### src/design/rbe_pkg.sv
// ----------------------------------------------------------------------------
// rbe_pkg: shared types and constants of the ray box exit unit
// Field widths, divider sizing and register map.
// ----------------------------------------------------------------------------
`default_nettype none

package rbe_pkg;

  localparam int unsigned POS_W    = 24;  // positions, 8 fraction bits
  localparam int unsigned DIR_W    = 16;  // direction magnitude, Q1.15
  localparam int unsigned DIR_FRAC = 15;
  // |wall - origin| < 2^24, shifted by DIR_FRAC: quotient below 2^39
  localparam int unsigned QUO_W    = POS_W + DIR_FRAC;
  localparam int unsigned ADDR_W   = 5;

  typedef enum logic [2:0] {
    REG_X_MIN = 3'd0,
    REG_X_MAX = 3'd1,
    REG_Y_MIN = 3'd2,
    REG_Y_MAX = 3'd3,
    REG_Z_MIN = 3'd4,
    REG_Z_MAX = 3'd5
  } reg_idx_e;

  localparam logic signed [POS_W-1:0] BOX_MIN_RST = -24'sd131072;
  localparam logic signed [POS_W-1:0] BOX_MAX_RST = 24'sd131072;

  // per-ray data that rides alongside the dividers
  typedef struct packed {
    logic [2:0][POS_W-1:0] origin;
    logic [2:0][DIR_W-1:0] dmag;
    logic [2:0]            dneg;
    logic [5:0]            lane_ok;
    logic                  in_box;
  } side_t;

endpackage

`default_nettype wire

### src/design/rbe_div.sv
// ----------------------------------------------------------------------------
// rbe_div: pipelined restoring divider
// Computes floor((num << DIR_FRAC) / den), one quotient bit per stage.
// ----------------------------------------------------------------------------
`default_nettype none

module rbe_div (
  input  wire                        clk_i,
  input  wire                        en_i,
  input  wire  [rbe_pkg::POS_W-1:0]  num_i,
  input  wire  [rbe_pkg::DIR_W-1:0]  den_i,
  output logic [rbe_pkg::QUO_W-1:0]  quo_o
);
  import rbe_pkg::*;

  // nq holds remaining dividend bits, quotient bits shift in from the right
  logic [QUO_W-1:0] nq_q [QUO_W];
  logic [DIR_W-1:0] r_q  [QUO_W];
  logic [DIR_W-1:0] d_q  [QUO_W];
  logic [QUO_W-1:0] nq_d [QUO_W];
  logic [DIR_W-1:0] r_d  [QUO_W];

  always_comb begin
    logic [QUO_W-1:0] nq_in;
    logic [DIR_W-1:0] r_in;
    logic [DIR_W-1:0] d_in;
    logic [DIR_W:0]   rs;
    logic             ge;
    for (int k = 0; k < QUO_W; k++) begin
      if (k == 0) begin
        nq_in = {num_i, {DIR_FRAC{1'b0}}};
        r_in  = '0;
        d_in  = den_i;
      end else begin
        nq_in = nq_q[k-1];
        r_in  = r_q[k-1];
        d_in  = d_q[k-1];
      end
      rs      = {r_in, nq_in[QUO_W-1]};
      ge      = (rs >= {1'b0, d_in});
      r_d[k]  = ge ? DIR_W'(rs - {1'b0, d_in}) : rs[DIR_W-1:0];
      nq_d[k] = {nq_in[QUO_W-2:0], ge};
    end
  end

  always_ff @(posedge clk_i) begin
    if (en_i) begin
      d_q[0] <= den_i;
      for (int k = 0; k < QUO_W; k++) begin
        nq_q[k] <= nq_d[k];
        r_q[k]  <= r_d[k];
      end
      for (int k = 1; k < QUO_W; k++) d_q[k] <= d_q[k-1];
    end
  end

  assign quo_o = nq_q[QUO_W-1];

endmodule

`default_nettype wire

### config.mk
export PLATFORM = sky130hd
export DESIGN_NAME = rbe_div
export DESIGN_NICKNAME = d
export VERILOG_FILES = /design/src/design/rbe_pkg.sv /design/src/design/rbe_div.sv
export SDC_FILE = /design/constraint.sdc
export NUM_CORES = 2
export LEC_CHECK = 0
export BUFFER_PORTS_ARGS = -buffer_cell sky130_fd_sc_hd__buf_2
export CORE_UTILIZATION = 43
export CTS_CLUSTER_SIZE = 10
export DETAILED_ROUTE_END_ITERATION = 8
export PLACE_DENSITY = 0.57
export SYNTH_ARGS = -nofsm -noshare
export SYNTH_HDL_FRONTEND = slang
export SYNTH_SLANG_ARGS = --single-unit
export TNS_END_PERCENT = 5
### constraint.sdc
create_clock -name clk_i -period 4.5 [get_ports clk_i]
set_clock_uncertainty 0.2 [all_clocks]
set_input_delay 0 -clock clk_i [delete_from_list [all_inputs] [get_ports clk_i]]
set_output_delay 0 -clock clk_i [all_outputs]
set_load 0.05 [all_outputs]
==> results.txt <==
----------------------------------------------------
[Route]
  Residual DRC count ... 0
  Routed wirelength normalized by instance count ... about 18 microns
  Via-per-instance ratio ... 5.27
  DR pass1 iterations ... 5
  Number of DRC violations after detailed-routing iteration 0 ... roughly 4.2k
  Wire length reported by the detailed router ... 202000 microns
  Via Count ... approximately 60k
  Final ANT Viol Nets ... 0

[STA]
  Transition at the pin with the smallest max-transition slack ... between 1000 and 1500 ps
  Period utilisation layout ... a little over 80%
  Shortest period the worst path allows ... 3690 ps
  RSZ-0062 raised after global routing ... no
  TNS Setup ... 0 ps
  Crit path setup slack, layout ... between 800 and 900 ps
  Total count of max-transition violations in the final report ... 0
  Endpoints failing setup ... 0
  Max Fclk ... roughly 270 MHz
  Worst slew margin ... about 18%
  Final hold violations ... 0

[Worst setup path]
  Worst reg2reg endpoint ... r_q[0][120]
  Number of cells traversed by the worst register-to-register path ... 9
  Reg2reg setup slack ... between 800 and 900 ps
  Worst Setup Path Type ... reg -> reg
  Crit path DAT ... roughly 4100 ps
  Required time reported for the critical path endpoint ... 4900 ps
  Worst path bufs/invs ... 1
  Critical path's top delay family ... compound AO/OA/AOI/OAI gates
  R2r startpoint ... d_q[0][98]
  CP Capture Type ... register
  Number of stages on the worst setup path ... 9
  Chain of cells forming the critical path ... inv_1 > ha_1 > o211ai_1 > a21oi_1 > o41ai_1 > o21ai_1 > a21boi_0 > o21a_1 > mux2_2
  Maximum cell stage delay along the critical path ... around 650 ps
  Cell with the biggest individual delay on the critical path ... o21a_1
  Maximum fanout encountered on the critical timing path ... 16
  Crit start category ... register

[Finish]
  Fraction of final layout cells sized beyond drive strength 1 ... between 10% and 20%
  Summed area of non-filler cells in the final layout ... 119000 sq um
  Area Overhead vs Synth ... 12.8%
  Final #Nets ... roughly 8.8k

[Yosys]
  Post-synth top area share ... between 60% and 70%
  Post-Syn Area per Cell ... approximately 14 sq um
  Largest area contributor in the synthesized netlist ... edfxtp_1
  Proportion of synthesized flip-flops having asynchronous set or reset ... 0%
  Warning count from the yosys run ... 0
  Post-synthesis instance area ... around 110000 sq um
  Synthesized Nets ... about 8.4k
  Leading post-synthesis cells by instance count ... edfxtp_1, inv_1, ha_1
  Number of enable-type register cells in the synthesized netlist ... ~2.3k
  Number of different library cells in the post-synthesis netlist ... 100
  Post-synthesis sequential element count ... 2272
  Most instantiated flip-flop cell in the synthesis netlist ... edfxtp_1
  Part of the Yosys area used for sequential elements ... between 60% and 70%
  Number of standard cells after synthesis ... ~7.7k
  Cell with the most instances after synthesis ... edfxtp_1
  Top cells by area, synth ... edfxtp_1, ha_1, mux2_2, inv_1, a21oi_1

[Clock tree]
  TritonCTS clock tree ... yes
  CTS H-tree depth ... 5
  TritonCTS buffer count ... 288
  Clock root buffer master ... clkbuf_16
  Maximum count of clock buffers along a single path ... 4
  Clock insertion delay at the later pin of the skew report ... a little under 900 ps
  # clock sinks ... about 2.3k
  Total of cells resized after clock tree synthesis ... 0
  Clock transition time at the flip-flop clock pins of the worst setup and hold paths ... about 50 ps

[Power and ir drop]
  Ratio of total power to cell area ... slightly below 700 nW/um^2
  Net switching share of the total power ... about a third
  Sequential cell fraction of total power ... between 30% and 40%
  Combinational fraction of design power ... around 37%
  Cell-internal power ... between 50000 and 60000 uW
  Clock group share of total power ... between 20% and 30%
  Post-route total power ... between 80000 and 90000 uW
  Reported net switching power ... ~27000 uW
  Worst vdd rail ir drop ... around 0.00034 V
  Standby leakage power ... around 0.046 uW

[Worst hold path]
  Type of the tightest min-delay check ... in -> reg
  Hold path startpoint ... en_i
  Worst hold path endpoint ... nq_q[2][242]
  Hold Crit Depth ... 2

[Die]
  Placeable core region ... between 200000 and 250000 sq um
  Overall die area ... about 250000 sq um
  Ports placed on the boundary ... 81
  Overall die width ... 498 microns
  Die Span Y ... roughly 500 microns
  Initial core utilization ... a little over two fifths
  Count of standard-cell rows ... between 150 and 200

[Place]
  Total placed instance area ... 111000 sq um
  Final HPWL DP ... ~140000 microns
  Number of input and output port buffers inserted ... 80
  Worst slack at placement ... a little under 900 ps
  Routability Congestion ... around 0.87

[Flow run]
  Count of maximum capacitance violations ... 0

[GRT]
  Via count of the first global-routing pass ... 59.5k
  All-Layer GR Usage ... 16.1%
  Maximum number of pins on one net before global-route repair ... between 150 and 200
  Wire length of the first global-routing pass ... between 300000 and 400000 microns
  Antenna violations before repair ... 2
  GRT Residual Overflow ... 0

[Run status]
  Outcome ... finished clean

----------------------------------------------------
-- sequential cells by signal, summed over array words and instances (netlist names) --
register  count
nq_q       1056
d_q         608
r_q         608
-- layout make-up --
cell class	instances	area, sq um
Clock inverter	43	344
Inverter	778	2920
Multi-Input combinational cell	4572	34200
Fill cell	20900	125000
Sequential cell	2272	68200
Tap cell	3202	4010
Antenna cell	1	2.50
Timing Repair Buffer	238	2080
Clock buffer	331	7430
-- power by group through the flow --
stage	sequential, uW	combinational, uW	clock, uW
2_1_floorplan	31100	23700	0
3_3_place_gp	32400	29500	0
3_5_place_dp	32400	30000	0
4_1_cts	32000	30300	20600
5_1_grt	32300	33800	21200
6_report	31800	30300	19700
-- layout by cell type, fill, tap and decap left out, types with 23 or more instances in the layout --
cell type	synthesis	routed
o31ai_1	56	53
buf_4	3	54
a31oi_1	62	60
nor2b_1	113	113
buf_2	28	79
inv_1	776	776
fa_1	37	37
nand2_1	410	410
nand3_1	71	71
xor2_1	150	150
nand4_1	81	81
o21a_1	154	154
xnor2_1	207	207
o21ai_0	400	400
mux2i_1	68	68
o31a_1	50	50
nor2_1	415	415
a211oi_1	55	55
ha_1	609	609
clkbuf_16	0	291
a21oi_1	412	412
o211ai_1	49	49
nor3_1	86	86
nand2b_1	79	79
or3_1	38	38
dlygate4sd3_1	0	82
a21o_1	161	161
a211o_1	28	28
and3_1	30	30
o21bai_1	25	25
buf_12	1	23
clkbuf_1	55	40
and2_1	28	28
edfxtp_1	2272	2272
mux2_2	319	319
a21boi_0	45	45
-- what timing repair did --
item / CTS / global route
setup buffers: 0 / 0
hold buffers: 82 / 0
hold endpoints to repair: 2134 / 0
setup endpoints to repair: 0 / 0
-- stage by stage --
step           std cells  utilization (%)  hold WS [ps]
6_report           11400             48.9          64.3
5_1_grt            11400             48.9          36.1
4_1_cts            11400             48.9          2.57
3_5_place_dp       11000             45.4         -21.9
3_3_place_gp       11000             45.4         -23.9
2_1_floorplan       7714                -          -101
-- worst max-delay path by stage --
stage | start | endpoint | slack [ps]
3_3_place_gp | d_q[4][1] | r_q[4][26] | 910
4_1_cts | d_q[0][98] | r_q[0][127] | 800
6_report | d_q[0][98] | r_q[0][120] | 810
2_1_floorplan | r_q[3][2] | r_q[3][23] | 1360
3_5_place_dp | d_q[0][98] | r_q[0][120] | 880
5_1_grt | d_q[0][98] | r_q[0][126] | 520
-- cells by family after synthesis --
group	after synthesis	share of synthesized area [%]
DFF	2272	64.5
and+or+nand+nor	1490	6.93
buffers and inverters	870	3.16
muxes	394	4.14
AOI/OAI and AO/OA	1685	10.4
adders and majority gates	646	7.91
xor gates and xnor gates	357	2.96
-- routing by layer --
layer / track usage [%] / up-vias / wire, microns
li1: - / 29700 / -
met1: 21.8 / 29100 / 92700
met5: 0 / - / 0
met2: 26.6 / 1079 / 96100
met3: 2.46 / 395 / 7500
met4: 4.88 / 0 / 5490
Power figures use the tool's default switching activity.
